==> src/rtl/core/hes_pkg.sv <==
// shared types and constants for the 1-d ftcs heat equation solver core
// no dependencies
package hes_pkg;

  localparam int MAX_POINTS_DEF = 64;

  localparam int SAMPLE_W = 16;
  localparam int RATIO_W  = 16;
  localparam int STEPS_W  = 10;
  localparam int CFG_IDX_W  = 2;
  localparam int CFG_DATA_W = 16;

  localparam logic [CFG_IDX_W-1:0] REG_DIFFUSION_RATIO = 2'd0;
  localparam logic [CFG_IDX_W-1:0] REG_TIME_STEPS      = 2'd1;

  localparam logic [RATIO_W-1:0] RATIO_RESET = 16'd16384;
  localparam logic [STEPS_W-1:0] STEPS_RESET = 10'd1;

  typedef enum logic [2:0] {
    ST_LOAD,
    ST_PREP,
    ST_STEP,
    ST_OUT_RD,
    ST_OUT_WAIT,
    ST_OUT_SHOW
  } state_t;

endpackage

==> src/rtl/core/hes_step_unit.sv <==
// shared update unit: three-point window, r*laplacian multiply, rounding and saturation
// depends on hes_pkg
module hes_step_unit #(
  parameter int MAX_POINTS = hes_pkg::MAX_POINTS_DEF,
  localparam int ADDR_W = $clog2(MAX_POINTS)
) (
  input  logic                                clk,
  input  logic                                rst,
  input  logic [hes_pkg::RATIO_W-1:0]         ratio,
  input  logic                                in_valid,
  input  logic signed [hes_pkg::SAMPLE_W-1:0] in_data,
  input  logic [ADDR_W-1:0]                   in_idx,
  output logic                                busy,
  output logic                                wr_en,
  output logic [ADDR_W-1:0]                   wr_addr,
  output logic signed [hes_pkg::SAMPLE_W-1:0] wr_data
);

  logic signed [15:0] w_left, w_mid, w_right;
  logic               win_valid;
  logic [ADDR_W-1:0]  win_idx;

  logic               prod_valid;
  logic signed [35:0] prod;
  logic signed [15:0] prod_c;
  logic [ADDR_W-1:0]  prod_idx;

  logic signed [18:0] lap;
  logic signed [35:0] prod_next;
  logic signed [35:0] rounded;
  logic signed [19:0] delta;
  logic signed [19:0] sum;

  // left + right - 2*centre, exact in 19 bits
  assign lap = $signed({{3{w_left[15]}}, w_left}) + $signed({{3{w_right[15]}}, w_right})
             - $signed({{2{w_mid[15]}}, w_mid, 1'b0});
  assign prod_next = $signed({1'b0, ratio}) * lap;

  // round half up, then floor shift back to q1.14
  assign rounded = prod + 36'sd32768;
  assign delta   = rounded[35:16];
  assign sum     = $signed({{4{prod_c[15]}}, prod_c}) + delta;

  always_ff @(posedge clk) begin
    if (rst) begin
      win_valid  <= 1'b0;
      prod_valid <= 1'b0;
    end else begin
      win_valid  <= in_valid && (in_idx >= ADDR_W'(2));
      prod_valid <= win_valid;
    end
    if (in_valid) begin
      w_left  <= w_mid;
      w_mid   <= w_right;
      w_right <= in_data;
      win_idx <= in_idx - ADDR_W'(1);
    end
    prod     <= prod_next;
    prod_c   <= w_mid;
    prod_idx <= win_idx;
  end

  always_comb begin
    if (sum > 20'sd32767) begin
      wr_data = 16'sh7fff;
    end else if (sum < -20'sd32768) begin
      wr_data = -16'sh8000;
    end else begin
      wr_data = sum[15:0];
    end
  end

  assign wr_en   = prod_valid;
  assign wr_addr = prod_idx;
  assign busy    = win_valid || prod_valid;

endmodule

==> src/rtl/core/heat_equation_ftcs_solver_core.sv <==
// top level of the 1-d ftcs heat equation solver: sequencer, ping-pong profile memories
// depends on hes_pkg and hes_step_unit
// load: in_ready stays high in the load state, so sample beats are never stalled;
// each time step streams the points through the single memory read port into the
// shared multiply unit one point per cycle; output: each point passes through the
// out_rd, out_wait and out_show states and waits in out_show for out_ready; reset
// clears control and config to defaults, the profile memories are not cleared
module heat_equation_ftcs_solver_core #(
  parameter int MAX_POINTS = hes_pkg::MAX_POINTS_DEF
) (
  input  logic                                  clk,
  input  logic                                  rst,
  input  logic                                  in_valid,
  output logic                                  in_ready,
  input  logic signed [hes_pkg::SAMPLE_W-1:0]   sample,
  input  logic                                  last,
  output logic                                  out_valid,
  input  logic                                  out_ready,
  output logic signed [hes_pkg::SAMPLE_W-1:0]   value,
  output logic                                  last_res,
  input  logic                                  cfg_valid,
  output logic                                  cfg_ready,
  input  logic [hes_pkg::CFG_IDX_W-1:0]         cfg_index,
  input  logic [hes_pkg::CFG_DATA_W-1:0]        cfg_data
);

  localparam int ADDR_W = $clog2(MAX_POINTS);
  localparam int CNT_W  = $clog2(MAX_POINTS + 1);

  hes_pkg::state_t state, state_next;

  logic [hes_pkg::RATIO_W-1:0] diffusion_ratio;
  logic [hes_pkg::STEPS_W-1:0] time_steps;
  logic [hes_pkg::STEPS_W-1:0] steps_left;
  logic [CNT_W-1:0]            count;
  logic [CNT_W-1:0]            rd_idx;
  logic [ADDR_W-1:0]           rd_j;
  logic                        rv;
  logic                        src_sel;
  logic signed [15:0]          value_reg;
  logic                        last_reg;

  logic signed [15:0] profile_a [MAX_POINTS];
  logic signed [15:0] profile_b [MAX_POINTS];
  logic signed [15:0] rdata_a, rdata_b, rdata_sel, rdata_mask;

  logic               in_acc, out_acc, issue, step_done, load_wr;
  logic [ADDR_W-1:0]  raddr;
  logic               su_busy, su_wr_en;
  logic [ADDR_W-1:0]  su_wr_addr;
  logic signed [15:0] su_wr_data;
  logic               wr_a, wr_b;
  logic [ADDR_W-1:0]  waddr;
  logic signed [15:0] wdata;

  assign in_acc  = in_valid && in_ready;
  assign out_acc = out_valid && out_ready;
  assign load_wr = in_acc && (count < CNT_W'(MAX_POINTS));
  assign issue   = (state == hes_pkg::ST_STEP) && (rd_idx < count);
  assign raddr   = rd_idx[ADDR_W-1:0];

  assign cfg_ready = (state == hes_pkg::ST_LOAD);
  assign value     = value_reg;
  assign last_res  = last_reg;

  always_comb begin
    state_next = state;
    in_ready   = 1'b0;
    out_valid  = 1'b0;
    step_done  = 1'b0;
    case (state)
      hes_pkg::ST_LOAD: begin
        in_ready = 1'b1;
        if (in_valid && last) state_next = hes_pkg::ST_PREP;
      end
      hes_pkg::ST_PREP: begin
        if (steps_left == '0 || count < CNT_W'(3)) state_next = hes_pkg::ST_OUT_RD;
        else state_next = hes_pkg::ST_STEP;
      end
      hes_pkg::ST_STEP: begin
        if (rd_idx == count && !rv && !su_busy) begin
          step_done = 1'b1;
          if (steps_left == hes_pkg::STEPS_W'(1)) state_next = hes_pkg::ST_OUT_RD;
        end
      end
      hes_pkg::ST_OUT_RD:   state_next = hes_pkg::ST_OUT_WAIT;
      hes_pkg::ST_OUT_WAIT: state_next = hes_pkg::ST_OUT_SHOW;
      hes_pkg::ST_OUT_SHOW: begin
        out_valid = 1'b1;
        if (out_ready) state_next = last_reg ? hes_pkg::ST_LOAD : hes_pkg::ST_OUT_RD;
      end
      default: state_next = hes_pkg::ST_LOAD;
    endcase
  end

  always_ff @(posedge clk) begin
    if (rst) state <= hes_pkg::ST_LOAD;
    else state <= state_next;
  end

  // configuration, taken only while idle
  always_ff @(posedge clk) begin
    if (rst) begin
      diffusion_ratio <= hes_pkg::RATIO_RESET;
      time_steps      <= hes_pkg::STEPS_RESET;
    end else if (cfg_valid && cfg_ready) begin
      case (cfg_index)
        hes_pkg::REG_DIFFUSION_RATIO: diffusion_ratio <= cfg_data[hes_pkg::RATIO_W-1:0];
        hes_pkg::REG_TIME_STEPS:      time_steps      <= cfg_data[hes_pkg::STEPS_W-1:0];
        default: ;
      endcase
    end
  end

  always_ff @(posedge clk) begin
    if (rst) begin
      count   <= '0;
      rd_idx  <= '0;
      rv      <= 1'b0;
      src_sel <= 1'b0;
    end else begin
      rv <= issue;
      if (load_wr) count <= count + CNT_W'(1);
      if (in_acc && last) steps_left <= time_steps;
      if (state == hes_pkg::ST_PREP) rd_idx <= '0;
      if (issue) rd_idx <= rd_idx + CNT_W'(1);
      if (step_done) begin
        rd_idx     <= '0;
        src_sel    <= ~src_sel;
        steps_left <= steps_left - hes_pkg::STEPS_W'(1);
      end
      if (out_acc) begin
        if (last_reg) count <= '0;
        else rd_idx <= rd_idx + CNT_W'(1);
      end
    end
  end

  // ends of the profile always read as zero
  assign rdata_sel  = src_sel ? rdata_b : rdata_a;
  assign rdata_mask = (rd_j == '0 || CNT_W'(rd_j) == count - CNT_W'(1)) ? 16'sd0 : rdata_sel;

  always_ff @(posedge clk) begin
    rd_j <= raddr;
    if (state == hes_pkg::ST_OUT_WAIT) begin
      value_reg <= rdata_mask;
      last_reg  <= (rd_idx == count - CNT_W'(1));
    end
  end

  // loads go to the source buffer, step results to the other one
  assign wr_a  = (load_wr && !src_sel) || (su_wr_en && src_sel);
  assign wr_b  = (load_wr && src_sel) || (su_wr_en && !src_sel);
  assign waddr = load_wr ? count[ADDR_W-1:0] : su_wr_addr;
  assign wdata = load_wr ? sample : su_wr_data;

  always_ff @(posedge clk) begin
    if (wr_a) profile_a[waddr] <= wdata;
    rdata_a <= profile_a[raddr];
  end

  always_ff @(posedge clk) begin
    if (wr_b) profile_b[waddr] <= wdata;
    rdata_b <= profile_b[raddr];
  end

  hes_step_unit #(
    .MAX_POINTS(MAX_POINTS)
  ) u_step (
    .clk      (clk),
    .rst      (rst),
    .ratio    (diffusion_ratio),
    .in_valid (rv),
    .in_data  (rdata_mask),
    .in_idx   (rd_j),
    .busy     (su_busy),
    .wr_en    (su_wr_en),
    .wr_addr  (su_wr_addr),
    .wr_data  (su_wr_data)
  );

endmodule
==> config.mk <==
export PLATFORM = sky130hd
export DESIGN_NAME = heat_equation_ftcs_solver_core
export DESIGN_NICKNAME = d
export VERILOG_FILES = /design/src/rtl/core/hes_pkg.sv /design/src/rtl/core/hes_step_unit.sv /design/src/rtl/core/heat_equation_ftcs_solver_core.sv
export SDC_FILE = /design/constraint.sdc
export NUM_CORES = 2
export LEC_CHECK = 0
export BUFFER_PORTS_ARGS = -buffer_cell sky130_fd_sc_hd__buf_4
export CAP_MARGIN = 20
export CORE_ASPECT_RATIO = 0.6
export CORE_MARGIN = 5
export CORE_UTILIZATION = 40
export DETAILED_ROUTE_END_ITERATION = 8
export PLACE_DENSITY = 0.55
export SLEW_MARGIN = 20
export SYNTH_ARGS = -nofsm -noshare
export SYNTH_HDL_FRONTEND = slang
export SYNTH_HIERARCHICAL = 1
export SYNTH_SLANG_ARGS = --single-unit
export TNS_END_PERCENT = 5
==> constraint.sdc <==
create_clock -name clk -period 9.9 [get_ports clk]
set_input_delay 0.99 -clock clk [delete_from_list [all_inputs] [get_ports clk]]
set_output_delay 0.99 -clock clk [all_outputs]
set_load 0.01 [all_outputs]
After elaboration in Yosys (flattened, before gate mapping) --
Memory sizes are Yosys's and may differ from the RTL's. A register that Yosys moved wholly into a read port is not among the register bits. Index checks and enable logic that the tools add are counted.
Storage, ports and cells: flip-flop bits (word level) 192, RAM bits 2048, output and inout port bits 20, logic and storage cells 116, memories 2
Memory list:
- profile_a | words 64, width 16, read ports 1, clocked after Yosys merged registers in 1, wr ports 1, line heat_equation_ftcs_solver_core.sv:43 | logic signed [15:0] profile_a [MAX_POINTS];
- profile_b | words 64, width 16, read ports 1, clocked after Yosys merged registers in 1, wr ports 1, line heat_equation_ftcs_solver_core.sv:44 | logic signed [15:0] profile_b [MAX_POINTS];
Operators by class: add/subtract/negate cells 9, $mul 1, order comparisons 6, equal/unequal tests 14, mux-type cells 31, bitwise operators 2, reduce and logical (&&, ||, !) cells 31
Operators with widths (count):
- two-way mux 16 bit | 5
- two-way mux 7 bit | 8
- adder 36 x 17 -> 36 bit (second input constant) | 1
- multiplier 17 x 19 -> 36 bit | 1
- adder 16 x 20 -> 20 bit | 1
- greater-than comparator 20 x 16 -> 1 bit (second input constant) | 1
- < comparator 20 x 16 -> 1 bit (second input constant) | 1
- two-way mux 10 bit | 2
- case mux 3 bit (6 select lines) | 1
- subtractor 17 x 17 -> 18 bit | 1
- adder 16 x 16 -> 17 bit | 1
- adder 7 x 1 -> 7 bit (second input constant) | 2
- equality test 7 bit | 2
- logical AND 1 bit | 14
- two-way mux 3 bit | 4
- equality test 10 x 1 -> 1 bit (second input constant) | 1
- zero test 10 bit | 1
- subtractor 10 x 1 -> 10 bit (second input constant) | 1
- two-way mux 1 bit | 9
- equality test 6 x 7 -> 1 bit | 1
- < comparator 7 x 2 -> 1 bit (second input constant) | 1
- < comparator 7 bit | 1
- < comparator 7 bit (second input constant) | 1
- subtractor 7 x 1 -> 7 bit (second input constant) | 1
- other kinds (19) | 32

Logic depth before layout (Yosys ltp) --
word-level depth 8, gate-level depth with buffers 34

Hierarchy --
Netlist, hierarchy kept.
Modules (own cells, without submodules):
- heat_equation_ftcs_solver_core | times used 1, cells each 4031, area an instance 83451.3 µm², sequential area each 63971.4 µm²
- hes_step_unit | times used 1, cells each 1686, area an instance 15997.8 µm², sequential area each 2502.4 µm²

Worst setup path before layout --
OpenSTA, ideal clock, no wires.
path type reg-to-reg, from register u_step.w_mid[1], to register u_step.prod[34], setup time 0.072 ns, arrival 8.376 ns, data required time 9.828 ns, slack 1.451 ns, stages on the path, launching flop included 33, path buffers 2, period minus slack after synthesis 8.449 ns, cells stage by stage edfxtp_1 fa_1 inv_1 ha_1 o21a_1 nor4_1 o41ai_1 nand2_1 a31oi_1 a311oi_1 xnor2_1 buf_2 nand2_1 fa_1 inv_1 fa_1 clkbuf_1 xnor2_1 xnor2_1 fa_1 fa_1 inv_1 fa_1 inv_1 ha_1 a21o_1 a21o_1 a21oi_1 o21ai_0 a311oi_1 a21oi_1 a21oi_1 xnor2_1
Between the ends: word-level cells in the longest chain between the ends 2
Ends and longest elaborated chain:
- from (decl) | line hes_step_unit.sv:19 | logic signed [15:0] w_left, w_mid, w_right;
- from (signal assigned) | line hes_step_unit.sv:54 | w_mid <= w_right;
- subtractor 17 x 17 -> 18 bit | line hes_step_unit.sv:36 | - $signed({{2{w_mid[15]}}, w_mid, 1'b0});
- multiplier 17 x 19 -> 36 bit | line hes_step_unit.sv:37 | assign prod_next = $signed({1'b0, ratio}) * lap;
- net u_step.prod_next[34] | line hes_step_unit.sv:29 | logic signed [35:0] prod_next;
- to (signal assigned) | line hes_step_unit.sv:58 | prod <= prod_next;
- to (decl) | line hes_step_unit.sv:24 | logic signed [35:0] prod;
The timed path passes the listed nets, and every way through them passes these cells. A chain may end at the register's enable or synchronous reset.

Final worst setup path --
from register u_step.w_mid[1], to register u_step.prod[32]
Same word-level chain as after synthesis.

==> impl_metrics.yaml <==
status:
  outcome: "finished clean"
pwr:
  switching_share_pct: 34.41
  clockPowerShare_pct: 24.8
  p_seq_share_pct: 45.9
  leakage_nw: 36.79
  intPower_mw: 20.81
  p_switching_mw: 10.92
  peakVddDrop_v: 0.0004233
  comb_power_share_pct: 29.3
  power.density_mw_per_mm2: 284.7
yosys:
  seq_area_frac_synth_pct: 66.84
  synthArstFlopShare_pct: 0
  yosys.area.top_type_share_pct: 64.29
  synth_edf_count: 2129
  syn_area_per_cell_um2: 17.40
  syn_nets: 6198
  synth_area_leaders: "edfxtp_1 64%, mux4_2 11%, fa_1 6.1%, dfxtp_1 2.6%, mux2i_1 2.3%"
  ys_warn_count: 6
  synth_largest_area_cell: "edfxtp_1"
  ys_ff_latch: 2256
  synthCells: 5717
  ys.flop_type: "edfxtp_1"
  syn_area_mm2: 0.09945
  ys_types: 79
floorplan:
  die_w_um: 653.7
  num_rows: 141
  pin_count: 60
  start_util_pct: 40.29
  dieArea_mm2: 0.2590
  die_h_um: 396.2
  coreArea_mm2: 0.2468
final_layout:
  layout_common_cells: "2,129 x edfxtp_1, 484 x mux4_2, 440 x inv_1"
  area_growth_pct: 12.07
  drive_above_1_share_pct: 19.79
  nets: 6423
  final_area_mm2: 0.1115
  final_core_util_pct: 45.16
  largestRegisters: "profile_a x1024, profile_b x1024, u_step/prod x20"
  layout_commonest_cell: "edfxtp_1"
place:
  pre_cts_ws_ns: 0.4950
  finalWeightedCongestion: 0.8591
  io_buffers: 59
  dp_hpwl_mm: 181.7
  dpl-instance-area_mm2: 0.1049
global_routing:
  grt_usage_pct: 21.46
  grt_first_pass_wirelength_mm: 399.4
  grt_overflow: 0
  grt_max_degree: 98
  grt_pass1_vias: 52180
  antenna_found_initial: 26
sta:
  skew_ns: 0.05371
  hold_ws_ns: 0.3417
  worst_pin_slew_ns: 1.245
  layout_min_cycle_time_ns: 9.331
  rsz0062_at_grt: "no"
  fmax_ghz: 0.1072
  min_period_over_period_pct: 94.25
  slew_viol_final: 0
  tns_ns: 0
  fin_ws_ns: 0.5688
  finalHoldViolCount: 0
  setup_viol: 0
  maxSlewHeadroom_pct: 17.03
route:
  postRouteAntennaNets: 0
  wl_per_cell_um: 29.94
  drtPass1Iterations: 7
  routed_wirelength_mm: 281.2
  drc: 0
  drtIter0Drc: 6402
  num_vias: 53170
  viasPerCell: 5.661
clock_tree:
  clkTransAtPathRegs_ns: 0.07
  numCtsBuffers: 207
  cts_tree: "yes"
  clk_latency_ns: 0.87
  htree_num_levels: 4
  ctsHoldBuffers: 0
  cts.sinks: 2256
  clockRootBuffer: "clkbuf_16"
  clockBufferDepth: 4
run:
  max-cap-violations: 0
setup_path:
  slowest_delay_ns: 0.59
  crit_top_cell: "fa_1"
  cp_max_fo: 16
  critical_path_class: "flop to flop"
  end_kind: "flop"
  crit_arrival_ns: 10.13
  worstPathRequired_ns: 10.70
  critPathSlowestCell: "fa_1"
  critPathLaunchType: "flop"
min_path:
  hp-class: "input pin to flop"
## metrics by stage
| step | total power, mW | std cells |
|---|---|---|
| after floorplan | 20.03 | 5717 |
| after global placement | 23.78 | 9019 |
| after detailed placement | 24.07 | 9020 |
| after CTS | 31.90 | 9385 |
| after global routing | 33.13 | 9387 |
| final | 31.73 | 9392 |
## Yosys cell counts (all sizes together) (113+ instances only)
cell,n
and2,113
ha,139
dfxtp,127
buf,138
inv,440
edfxtp,2129
a21oi,120
nand2,398
fa,302
mux4,484
mux2i,229
nor2,250
clkbuf,142
## power groups by stage
stage / combinational, mW / sequential (mW) / clock, mW
5_1_grt: 10.1 / 14.6 / 8.43
3_5_place_dp: 9.31 / 14.8 / 0
6_report: 9.30 / 14.6 / 7.86
3_3_place_gp: 9.04 / 14.7 / 0
4_1_cts: 9.33 / 14.6 / 8.02
2_1_floorplan: 5.04 / 15.0 / 0
## routing by layer
layer	part of all wire [%]	GRT usage (%)	wire, um
met5	0.0096	0	27
met4	1.4	3.308	3989
met3	11	6.390	30600
met2	40	27.86	111700
met1	48	35.46	134800
## cells by family (layout without fill, tap and decap cells)
logic type	count (synthesis)	count (layout)	synth area share, %
adder cells (fa/ha/maj)	446	446	7.878
AND/OR/NAND/NOR	976	976	4.481
other	0	5	0
buffers and inverters	721	1102	3.114
multiplexers	718	718	13.33
flip-flops	2256	2256	66.84
XOR/XNOR	115	115	1.013
AO/OA/AOI/OAI	485	485	3.337
## layout make-up
type                            count  area, um2
Tap cell                         3289       4115
Timing Repair Buffer              296       2355
Inverter                          441       1663
Fill cell                       21200     135400
Clock inverter                     98      858.3
Multi-Input combinational cell   2740      30370
Antenna cell                        5      12.51
Clock buffer                      267       5584
Sequential cell                  2256      66500
## final timing paths
kind                          startpoint                          endpoint  slack [ns]  cells after the start
min reg2reg  u_step/win_idx[3]$_DFFE_PP_         u_step/wr_addr[3]$_DFF_P_        0.34                      0
min                         cfg_data[14]  diffusion_ratio[14]$_SDFFE_PP1P_        0.34                      2
max reg2reg    u_step/w_mid[1]$_DFFE_PP_           u_step/prod[32]$_DFF_P_        0.57                     31
max            u_step/w_mid[1]$_DFFE_PP_           u_step/prod[32]$_DFF_P_        0.57                     31
## timing repair
item,CTS,global route
endpoints found under the setup margin,0,3
setup buffers,0,1
gates resized for setup,0,3
## worst max-delay path: cells and delay by family, from the launching register on
kind	cells	cell delay [ns]
AO/OA/AOI/OAI	12	3.05
XOR/XNOR	1	0.13
adder cells (fa/ha/maj)	9	4.29
buffers and inverters	7	1.09
flip-flops	1	0.44
AND/OR/NAND/NOR	2	0.27
Note: power is estimated with default switching activity, not from simulation.
